<file path="config.mk">
export PLATFORM = sky130hd
export DESIGN_NAME = omaa_ram
export DESIGN_NICKNAME = d
export VERILOG_FILES = /design/src/sv/omaa_ram.sv
export SDC_FILE = /design/constraint.sdc
export NUM_CORES = 1
export LEC_CHECK = 0
export BUFFER_PORTS_ARGS = -buffer_cell sky130_fd_sc_hd__buf_2
export CAP_MARGIN = 10
export CORE_MARGIN = 1.5
export CORE_UTILIZATION = 55
export CTS_CLUSTER_DIAMETER = 40
export DETAILED_ROUTE_END_ITERATION = 7
export PLACE_DENSITY = 0.81
export SKIP_CTS_REPAIR_TIMING = 1
export SLEW_MARGIN = 15
export SYNTH_ARGS = -nofsm -noshare
export SYNTH_HDL_FRONTEND = slang
export SYNTH_SLANG_ARGS = --single-unit
</file>
<file path="constraint.sdc">
create_clock -name clock -period 2.66 [get_ports clock]
set_input_delay 0.399 -clock clock [delete_from_list [all_inputs] [get_ports clock]]
set_output_delay 0.399 -clock clock [all_outputs]
set_load 0.005 [all_outputs]
</file>
<file path="src/sv/omaa_ram.sv">
// Generic single-port RAM with registered read.
`default_nettype none
module omaa_ram #(
   parameter int Width = 8,
   parameter int Depth = 16
) (
   input  wire logic                     clock,
   input  wire logic                     wr_en,
   input  wire logic [$clog2(Depth)-1:0] addr,
   input  wire logic [Width-1:0]         wr_data,
   output logic [Width-1:0]              rd_data
);
   logic [Width-1:0] mem [Depth];

   always_ff @(posedge clock) begin
      if (wr_en) begin
         mem[addr] <= wr_data;
      end
      rd_data <= mem[addr];
   end
endmodule
`default_nettype wire

</file>
Yosys cells after proc, flatten, opt, wreduce, memory -nomap -nowiden

Memory sizes are Yosys's and may differ from the RTL's. A register that Yosys moved wholly into a read port is not among the register bits.
Index checks and enable logic that the tools add are counted.

Memories: 1
Bits in writable memories: 128
Flip-flop bits (word level): 0
Output and inout bits: 8
Logic and storage cells: 3

Memory list:

| memory | words | bits a word | read ports | clocked after memory_dff | wr ports | RTL line | RTL |
|---|---|---|---|---|---|---|---|
| mem    | 16    | 8           | 1          | 1                        | 1        | 13       | `logic [Width-1:0] mem [Depth];` |

Multiplexer cells: 2

Operator list:

| operator          | count |
|---|---|
| 1-bit two-way mux | 2 |

Depth between registers and ports, before layout

Depth after elaboration: 2
Gate-level depth with buffers: 5
Gate-level depth less buffers: 3

Worst setup path after synthesis

No wires, ideal clock.

Path type: input -> register
Start point: input port addr[2]
End point: memory mem[0][0] (enable)
Stages on the path: 2
Buffers on the path: 0
Arrival: 1,509 ps
Setup slack: 768 ps
Cells stage by stage: or3b_2 -> nor3_1

RTL lines:

| element     | RTL line | RTL |
|---|---|---|
| from (decl) | 9        | `input wire logic [$clog2(Depth)-1:0] addr,` |
| to (decl)   | 13       |  |

Straight into the memory's write port.

Worst setup path in the final report

Start point: input port addr[2]
End point: memory mem[1][0] (enable)

Straight into the memory's write port.

==> flow_summary_export.csv <==
group,metric,value,unit
status,status,"complete, but fails checks",
status,violations,"design-rule violations",
clocking,numCtsBuffers,17,
routing,dr.pass1.iters,7,
sta,period_needed,1.68,ns
synth,synth_async_sr_flop_share,0,
layout,seq_area,4000,sq um
power_and_ir_drop,power.internal,3.83,mW
synth,ys_seq_area_frac,0.790,
sta,finClkSkew,0.00467,ns
layout,drive_above_1_share,0.338,
critical_path,critPathLaunchType,"primary input",
global_route,grt_max_degree,17,
floorplan,die_h,99.0,microns
sta,rsz0062_at_grt,"no",
floorplan,coreArea,8810,sq um
power_and_ir_drop,comb_power_share,0.046,
global_route,grt_pass1_wl,15.7,mm
clocking,clockRootBuffer,"clkbuf_8",
critical_path,arrival,1.82,ns
layout,fillerInstances,540,
min_path,min_path_type,"in2reg",
power_and_ir_drop,power.leakage,1.98,nW
floorplan,ios,22,
routing,viasPerCell,6.33,
critical_path,critPathKind,"in2reg",
synth,synth_area_per_cell,22.0,sq um
clocking,cts.clk_slew.worst_paths,0.06,ns
sta,holdWs,0.261,ns
min_path,hold_depth,1,
layout,final_cells,398,
synth,yosysMostFrequentCell,"edfxtp_1",
power_and_ir_drop,power.share.switching,0.201,
placement,io_buffers,21,
synth,syn-cell-area,5070,sq um
clocking,cts_buffer_depth,2,
synth,synth_flop_cell,"edfxtp_1",
synth,synth_top_cell_by_area,"edfxtp_1",
synth,synth_area_leaders,"edfxtp_1, mux4_2, dfxtp_1, a22oi_1, nor2_1",
clocking,worstSkewPairLatency,0.52,ns
critical_path,worstSetupEndpointType,"flop",
clocking,cts.sinks,136,
placement,dp.cells,366,
floorplan,die_w,99.0,microns
clocking,htree_levels,4,
synth,ys_types,18,
clocking,cts_tree,"built",
synth,syn_nets,244,
floorplan,dieArea,9800,sq um
power_and_ir_drop,p_clk_frac,0.452,
sta,hold_viol,0,
layout,area_growth,17.0,%
placement,hpwl,6.14,mm
power_and_ir_drop,p_sw,966,uW
critical_path,ff2ff_setup_slack,1.15,ns
floorplan,rows,34,
global_route,grt_usage,0.234,
sta,fmax,596,MHz
sta,slew_viol_final,0,
synth,synth_commonest_cells,"edfxtp_1, mux4_2, a22oi_1, nor2_1, nand2_1",
layout,nets,291,
critical_path,r2r_cells,3,
synth,synth_edf_count,128,
sta,fin_crit_sh,0.631,
routing,drt_iter0_markers,215,
routing,vias,2518,
routing,routed_wl,10.4,mm
placement,gp_congestion,0.740,
routing,ant_nets,0,
sta,timing.slew.headroom,0.374,
power_and_ir_drop,pwr-share-seq,0.502,
floorplan,start_util,0.575,
job,cap_violations,0,
routing,wire_per_inst,26.0,microns
sta,worst_pin_slew,0.936,ns
sta,final.setup.tns,0,ns
synth,synthCells,230,
layout,multi_input_area,1000,sq um
global_route,grt_overflow,0,
routing,drc_errors,2,
sta,finalSetupViolations,0,
layout,antennaDiodeCount,0,
global_route,antenna_found_initial,0,
synth,synth-seq-cells,136,
critical_path,worstPathMaxFanout,8,
power_and_ir_drop,power-per-cell-area,810,nW/um^2
power_and_ir_drop,vdd_drop_max,0.000501,V
global_route,first_global_vias,2664,
synth,synth_top_area_frac,0.759,
critical_path,crit_required,2.80,ns
synth,yosysWarnings,0,
==> critical path, cell delays in order <==
cell,delay [ns]
buf_2,0.15
or3b_2,0.53
nor2_1,0.73
==> per-stage QoR <==
stage                     total power, mW  utilization  cell area, sq um  setup WS (ns)
final                                4.80        0.673              5930          0.982
after global routing                 4.93        0.673              5930          0.895
after CTS                            4.82        0.673              5930           1.00
after detailed placement             2.67        0.611              5380          0.461
after global placement               2.66        0.611              5380          0.483
after floorplan                      2.58            -              5070          0.768
==> routing by layer <==
metal | part of all wire | track usage | wire, microns | vias to the layer above
met3 | 0.059 | 0.0553 | 610 | 23
met4 | 0.027 | 0.0934 | 276 | 0
met1 | 0.38 | 0.289 | 3910 | 1329
met5 | 0 | 0 | 0 | -
li1 | - | - | - | 1055
met2 | 0.54 | 0.402 | 5560 | 111
==> power groups by stage <==
stage / clock network, mW / registers, mW / logic (mW)
floorplan: 0 / 2.45 / 0.123
global placement: 0 / 2.45 / 0.210
detailed placement: 0 / 2.46 / 0.216
CTS: 2.19 / 2.41 / 0.219
global route: 2.28 / 2.41 / 0.236
finish: 2.17 / 2.41 / 0.219
==> layout make-up <==
cell class,count,share of cell area
multi-input cells,83,0.169
clock inverters,10,0.0175
well taps,108,0.0228
flip-flops and latches,136,0.675
repair buffers,39,0.0405
clock buffers,22,0.0747
==> cells in the final DEF (no fill, tap or decap), drive strengths merged <==
| cell type | instances |
|---|---|
| nand3b | 2 |
| nand3 | 1 |
| dfxtp | 8 |
| mux4 | 32 |
| or3b | 1 |
| edfxtp | 128 |
| clkbuf | 22 |
| bufinv | 2 |
| nor2b | 2 |
| nor3 | 4 |
| nor2 | 13 |
| clkinvlp | 1 |
| nand2b | 2 |
| nand2 | 9 |
| buf | 39 |
| a22oi | 16 |
| and2 | 1 |
| clkinv | 7 |
==> flip-flops by register name (all words and copies together), names as in the netlist <==
signal and flops:
rd_data 8, mem 128
==> cell families (layout without fill, tap and decap cells) <==
group | after synthesis | after routing | share of synthesized area
AND/OR/NAND/NOR | 35 | 35 | 0.0321
buffers and inverters | 11 | 71 | 0.0119
flip-flops | 136 | 136 | 0.790
multiplexers | 32 | 32 | 0.142
AO/OA/AOI/OAI | 16 | 16 | 0.0237
==> final timing paths <==
check             startpoint         end
setup / recovery     addr[2]   mem[1][0]
hold / removal    wr_data[6]   mem[5][6]
setup reg to reg   mem[3][4]  rd_data[4]
hold reg to reg   mem[13][3]  rd_data[3]
Note: power is estimated with default switching activity, not from simulation.
