===== src/sv/omaa_pkg.sv =====
// Package for the object motion activity accumulator: widths, codes and state types.
`default_nettype none
package omaa_pkg;
   localparam int TableDepth = 1024;
   localparam int IdxBits    = $clog2(TableDepth);
   localparam int CoordBits  = 12;
   localparam int FracBits   = 8;
   localparam int IdBits     = 10;
   localparam int StepBits   = 21;
   localparam int SumBits    = 48;
   localparam int CntBits    = 32;
   // The radicand is the squared distance shifted up by the fraction bits twice.
   localparam int RootBits   = CoordBits + 1 + FracBits;
   localparam int RadBits    = 2 * RootBits;
   localparam int RemBits    = RootBits + 2;
   localparam int SqBits     = 2 * CoordBits + 1;
   localparam int RootCntBits = $clog2(RootBits + 1);
   localparam int DivCntBits  = $clog2(SumBits + 1);
   // A table entry holds its valid bit above the x and y coordinates.
   localparam int EntryBits   = 2 * CoordBits + 1;

   typedef enum logic [1:0] {
      KIND_REPORT = 2'd0,
      KIND_OBJECT = 2'd1,
      KIND_FRAME  = 2'd2,
      KIND_CLEAR  = 2'd3
   } kind_type;

   typedef enum logic [3:0] {
      ST_IDLE,
      ST_CLEAR,
      ST_READ,
      ST_SQX,
      ST_SQY,
      ST_ROOT,
      ST_ACCUM,
      ST_QDIV,
      ST_ADIV,
      ST_DONE
   } state_type;

   // Request to and answer from the shared divider.
   typedef struct packed {
      logic               start;
      logic [SumBits-1:0] dividend;
      logic [CntBits-1:0] divisor;
   } div_req_type;

   typedef struct packed {
      logic               done;
      logic [SumBits-1:0] quotient;
   } div_rsp_type;
endpackage
`default_nettype wire


===== src/sv/omaa_div.sv =====
// Restoring shift-subtract divider, one quotient bit per cycle.
`default_nettype none
module omaa_div import omaa_pkg::*; (
   input  wire logic        clock,
   input  wire logic        reset,
   input  wire div_req_type req,
   output div_rsp_type      rsp
);
   logic [SumBits-1:0]    quo_ff, quo_in;
   logic [CntBits:0]      rem_ff, rem_in;
   logic [CntBits-1:0]    dvs_ff, dvs_in;
   logic [DivCntBits-1:0] cnt_ff, cnt_in;
   logic                  busy_ff, busy_in;
   logic                  done_ff, done_in;
   logic [CntBits:0]      trial;

   always_comb begin
      quo_in  = quo_ff;
      rem_in  = rem_ff;
      dvs_in  = dvs_ff;
      cnt_in  = cnt_ff;
      busy_in = busy_ff;
      done_in = 1'b0;
      trial   = {rem_ff[CntBits-1:0], quo_ff[SumBits-1]};
      if (req.start) begin
         quo_in  = req.dividend;
         rem_in  = '0;
         dvs_in  = req.divisor;
         cnt_in  = DivCntBits'(SumBits);
         busy_in = 1'b1;
      end else if (busy_ff) begin
         if (trial >= {1'b0, dvs_ff}) begin
            rem_in = trial - {1'b0, dvs_ff};
            quo_in = {quo_ff[SumBits-2:0], 1'b1};
         end else begin
            rem_in = trial;
            quo_in = {quo_ff[SumBits-2:0], 1'b0};
         end
         cnt_in = cnt_ff - 1'b1;
         if (cnt_ff == DivCntBits'(1)) begin
            busy_in = 1'b0;
            done_in = 1'b1;
         end
      end
   end

   always_ff @(posedge clock) begin
      if (reset) begin
         busy_ff <= 1'b0;
         done_ff <= 1'b0;
         cnt_ff  <= '0;
      end else begin
         busy_ff <= busy_in;
         done_ff <= done_in;
         cnt_ff  <= cnt_in;
      end
      quo_ff <= quo_in;
      rem_ff <= rem_in;
      dvs_ff <= dvs_in;
   end

   assign rsp.done     = done_ff;
   assign rsp.quotient = quo_ff;
endmodule
`default_nettype wire


===== config.mk =====
export PLATFORM = sky130hd
export DESIGN_NAME = omaa_div
export DESIGN_NICKNAME = d
export VERILOG_FILES = /design/src/sv/omaa_pkg.sv /design/src/sv/omaa_div.sv
export SDC_FILE = /design/constraint.sdc
export NUM_CORES = 1
export LEC_CHECK = 0
export ABC_AREA = 1
export ABC_CLOCK_PERIOD_IN_PS = 3000
export BUFFER_PORTS_ARGS = -buffer_cell sky130_fd_sc_hd__buf_2
export CAP_MARGIN = 20
export CORE_ASPECT_RATIO = 1.1
export CORE_MARGIN = 2
export CORE_UTILIZATION = 40
export CTS_BUF_LIST = sky130_fd_sc_hd__clkbuf_16
export DETAILED_ROUTE_END_ITERATION = 10
export GPL_ROUTABILITY_DRIVEN = 0
export PLACE_DENSITY = 0.64
export SETUP_SLACK_MARGIN = 0.2
export SYNTH_ARGS = -nofsm -noshare
export SYNTH_HDL_FRONTEND = slang
export SYNTH_SLANG_ARGS = --single-unit

===== constraint.sdc =====
create_clock -name clock -period 3 [get_ports clock]
set_input_delay 0.15 -clock clock [delete_from_list [all_inputs] [get_ports clock]]
set_output_delay 0.15 -clock clock [all_outputs]
set_load 0.05 [all_outputs]

; Yosys cells after proc, flatten, opt, wreduce, memory -nomap -nowiden
; Cells that the tools add are included.
[op_classes]
addsub = 2
magnitude_cmp = 1
n_eq_ne = 1
mux = 10
n_bitwise = 1
n_reduce_logical = 3
[op_table]
columns = op, n
row1 = two-way mux 48 bit, 2
row2 = greater-or-equal comparator 33 x 32 -> 1 bit, 1
row3 = two-way mux 32 bit, 1
row4 = subtractor 32 bit, 1
row5 = two-way mux 6 bit, 2
row6 = "equality test 6 x 1 -> 1 bit, second input constant", 1
row7 = "subtractor 6 x 1 -> 6 bit, second input constant", 1
row8 = two-way mux 1 bit, 5
row9 = OR reduction 3 bit, 1
row10 = nonzero test 2 bit, 1
row11 = OR reduction 2 bit, 1
row12 = inverter 1 bit, 1
[totals]
regBits = 120
inputBits = 83
out_inout_bits = 49
wordCells = 25

; Logic depth before layout (Yosys ltp)
[logic_depth]
word_depth = 4
depth_mapped = 17
depth_no_buf = 16

; Least setup slack after synthesis
; No wires, ideal clock.
[synth_timing]
path_type = register to register
from = register quo_ff[47]
to = register rem_ff[16]
setup_time_ns = 0.114
t_arrival_ns = 2.141
required_time_ns = 2.886
path_slack_ns = 0.745
path_stages_with_launch = 16
n_path_buf = 0
period_less_slack_ns = 2.255
path_cell_list = edfxtp_1 > inv_1 > ha_1 > fa_1 > inv_1 > nand3_1 > nand3_1 > nand2_1 > nand3_1 > nand3_1 > nand2_1 > nand2_1 > nand2_1 > nand2_1 > nand3_1 > nand2_1
[synth_via]
elab_chain_cells = 2
elab_cells_between_ends = 3
cone_classes = 1 x add/sub / 1 x order compare / 1 x mux
[synth_rtl]
columns = element, line_no
row1 = start: declaration, omaa_div.sv:9  ; logic [SumBits-1:0] quo_ff, quo_in;
row2 = start signal: assignment, omaa_div.sv:57  ; quo_ff <= quo_in;
row3 = subtractor 32 bit or greater-or-equal comparator 33 x 32 -> 1 bit (tied branches), "omaa_div.sv:33, omaa_div.sv:32"
row4 = two-way mux 32 bit (*), omaa_div.sv:32  ; if (trial >= {1'b0, dvs_ff}) begin
row5 = end signal: assignment, omaa_div.sv:58  ; rem_ff <= rem_in;
row6 = end: declaration, omaa_div.sv:10  ; logic [CntBits:0] rem_ff, rem_in;
; Mark *: on every way between the ends. The rest lies on a longest branch, timed or not.
; A chain may end at the register's enable or synchronous reset.

; Final worst setup path
[layout_timing]
from = register dvs_ff[2]
to = register rem_ff[26]
[layout_via]
elab_chain_cells = 2
elab_cells_between_ends = 3
cone_classes = 1 x add/sub / 1 x order compare / 1 x mux
[layout_rtl]
columns = element, line_no
row1 = start: declaration, omaa_div.sv:11  ; logic [CntBits-1:0] dvs_ff, dvs_in;
row2 = start signal: assignment, omaa_div.sv:59  ; dvs_ff <= dvs_in;
row3 = subtractor 32 bit or greater-or-equal comparator 33 x 32 -> 1 bit (tied branches), "omaa_div.sv:33, omaa_div.sv:32"
row4 = two-way mux 32 bit (*), omaa_div.sv:32
; Marks and branches as above.

==> flow_summary_export.csv <==
group,metric,value,unit
run_status,outcome,"complete, no violations",
timing,hold_violations,0,
timing,fin_skew,0.01606,ns
yosys,synth.top_cell.area_share,0.3148,
critical_path,critPathMaxFanout,34,
floorplanning,dieArea,20200,um2
placement,io_buffers,131,
clock_network,cts_buffers,17,
routing,wl_per_cell,13.55,um
timing,worstMarginPinSlew,1.038,ns
yosys,syn_inst,1053,
routing,first_pass_iters,5,
critical_path,cp_data_required_time,3.37,ns
yosys,seq_area_frac_synth,0.4197,
critical_path,cp.arrival,2.77,ns
routing,drt_iter0_drc,390,
yosys,yosysMostFrequentCell,"nand2_1",
critical_path,setup.worst_path.class,"flip-flop to flip-flop",
placement,dpl.hpwl,13.98,mm
critical_path,start_kind,"flip-flop",
floorplanning,core_area,18540,um2
routing,vias_per_cell,4.668,
yosys,synth_seq_cells,120,
timing,setup_viol,0,
timing,maxSlewViolCount,0,
clock_network,clockBufferDepth,2,
grt,grt_first_pass_wirelength,33.66,mm
power_and_ir_drop,power.density,484.8,nW/um2
critical_path,timing.reg2reg.setup_slack,0.60,ns
grt,grt_remaining_overflow,0,
finish,area.growth.synth_to_final,27.50,%
placement,place_inst,1403,
yosys,synth.area.top_cells,"edfxtp_1, nand2_1, dfxtp_1",
timing,worst_slack,0.5955,ns
finish,nNetsFinal,1371,
floorplanning,fp-row-count,52,
finish,multiInputGateArea,3645,um2
yosys,synth_fp_nets,1171,
clock_network,ctsRootBufferMaster,"clkbuf_16",
timing,period_needed,2.405,ns
yosys,synthArstFlopShare,0,
timing,finalCritPeriodShare,0.8015,
clock_network,cts_tree,"done",
placement,dp_slack,0.5879,ns
routing,ant_nets,0,
timing,fmax,415.9,MHz
power_and_ir_drop,p_leak,5.149,nW
yosys,synthDistinctLibCells,37,
floorplanning,initial_core_util,0.4115,
routing,remaining_drc_errors,0,
routing,vias,7044,
finish,final-seq-area,3203,um2
finish,final_util,0.5247,
hold_path,hold_class,"primary input to flip-flop",
clock_network,cts_setup_buffers,0,
grt,antenna_found_initial,0,
clock_network,cts_num_sinks,120,
clock_network,path_clk_slew,0.06,ns
grt,grt_pass1_vias,6987,
yosys,synth_flop_cell,"edfxtp_1",
floorplanning,die-height,148.9,um
yosys,avgSynthCellArea,7.247,um2
finish,fin_cells,1509,
yosys,synth.largest_area_cell,"edfxtp_1",
yosys,ys_top_cells_by_count,"nand2_1, inv_1, edfxtp_1, nand3_1, nand3b_1",
timing,relSlewSlack,0.3070,
timing,rsz0062_at_grt,"false",
critical_path,crit_path_end_kind,"flip-flop",
floorplanning,die_w,135.7,um
routing,routed_wl,20.45,mm
yosys,yosys_warnings,0,
floorplanning,pin_count,132,
yosys,synth_edf_count,80,
yosys,syn_area,7631,um2
power_and_ir_drop,p_total,4.717,mW
grt,grt_max_degree,55,
timing,fin_tns_setup,0,ns
job,max_cap_violations,0,
finish,diodes,0,
grt,grt_usage,0.2117,
power_and_ir_drop,peakVddDrop,0.0003569,V
clock_network,clkLatencyLatePin,0.43,ns
finish,fill_cells,1804,
clock_network,cts_max_level,4,
finish,drive_above_1_share,0.1651,
## flip-flops by register name, indices dropped and copies added (netlist names)
signal / cells
done_ff: 1
rem_ff: 32
quo_ff: 48
dvs_ff: 32
cnt_ff: 6
busy_ff: 1
## cells in the final DEF, fill, tap and decap left out, types with 5 or more instances in the layout
cell type and count:
inv_6 5, nand3b_1 42, clkbuf_16 17, xnor2_1 14, nand2_1 484, nor2_2 10, nand3_1 48, ha_1 34
inv_1 153, buf_2 130, inv_2 5, nand2_2 18, dlygate4sd3_1 74, buf_4 6, and2_1 5, nor2_1 38
dfxtp_1 40, nor3_1 8, edfxtp_1 80, a21oi_1 20
## worst max-delay path, stage by stage (launching register included)
cell and delay, ns:
edfxtp_1 0.32, inv_1 0.04, ha_1 0.37, nand2_1 0.09
nand2_1 0.05, nand2_1 0.07, nand3_2 0.13, nand2_2 0.10
nand2_4 0.07, nand2_2 0.07, nand2_2 0.08, nand2_4 0.37
nand2_8 0.28, nand2_1 0.16, nand3_1 0.07, nand2_1 0.07
## per-layer routing
layer,share of wire,vias to the layer above,track usage
li1,-,3657,-
met1,0.44,3142,0.2554
met2,0.47,220,0.3596
met3,0.076,25,0.06490
met4,0.016,0,0.06979
met5,0,-,0
## path summary, 6_finish.rpt
check | start | to | cells past startpoint
setup / recovery | dvs_ff[2] | rem_ff[26] | 15
hold / removal | req[36] | quo_ff[4] | 3
setup reg to reg | dvs_ff[2] | rem_ff[26] | 15
hold reg to reg | rem_ff[31] | rem_ff[31] | 2
## final cells by class
type / instances / area share
Clock buffer: 17 / 0.04372
Sequential cell: 120 / 0.3292
Timing Repair Buffer: 210 / 0.1476
Clock inverter: 15 / 0.01222
Multi-Input combinational cell: 745 / 0.3746
Inverter: 159 / 0.06134
Tap cell: 243 / 0.03125
## report_power, final
part           leakage, nW  switching [mW]  internal, mW
Combinational         3.76           0.559         0.262
Clock                0.260           0.860          1.07
Sequential            1.13          0.0626          1.90
Total                 5.15            1.48          3.24
## cells by family (layout without fill, tap and decap cells)
group                      after synthesis  after routing  synth area share
xor gates and xnor gates                15             15           0.01722
adders and majority gates               35             35           0.05837
AOI/OAI and AO/OA                       28             28           0.02000
buffers and inverters                  188            401            0.1033
DFF                                    120            120            0.4197
and+or+nand+nor                        667            667            0.3814
## per-stage QoR
stage	hold slack (ns)	area, um2
after floorplan	0.2194	7631
after global placement	0.3272	8444
after detailed placement	0.3281	8444
after CTS	0.01506	9729
after global routing	0.03370	9729
final	0.02877	9729
## timing repair
action | CTS | global route
hold buffers | 74 | 0
setup endpoints to repair | 0 | 0
hold endpoints to repair | 76 | 0
resized for setup | 0 | 0
Note: power is estimated with default switching activity, not from simulation.
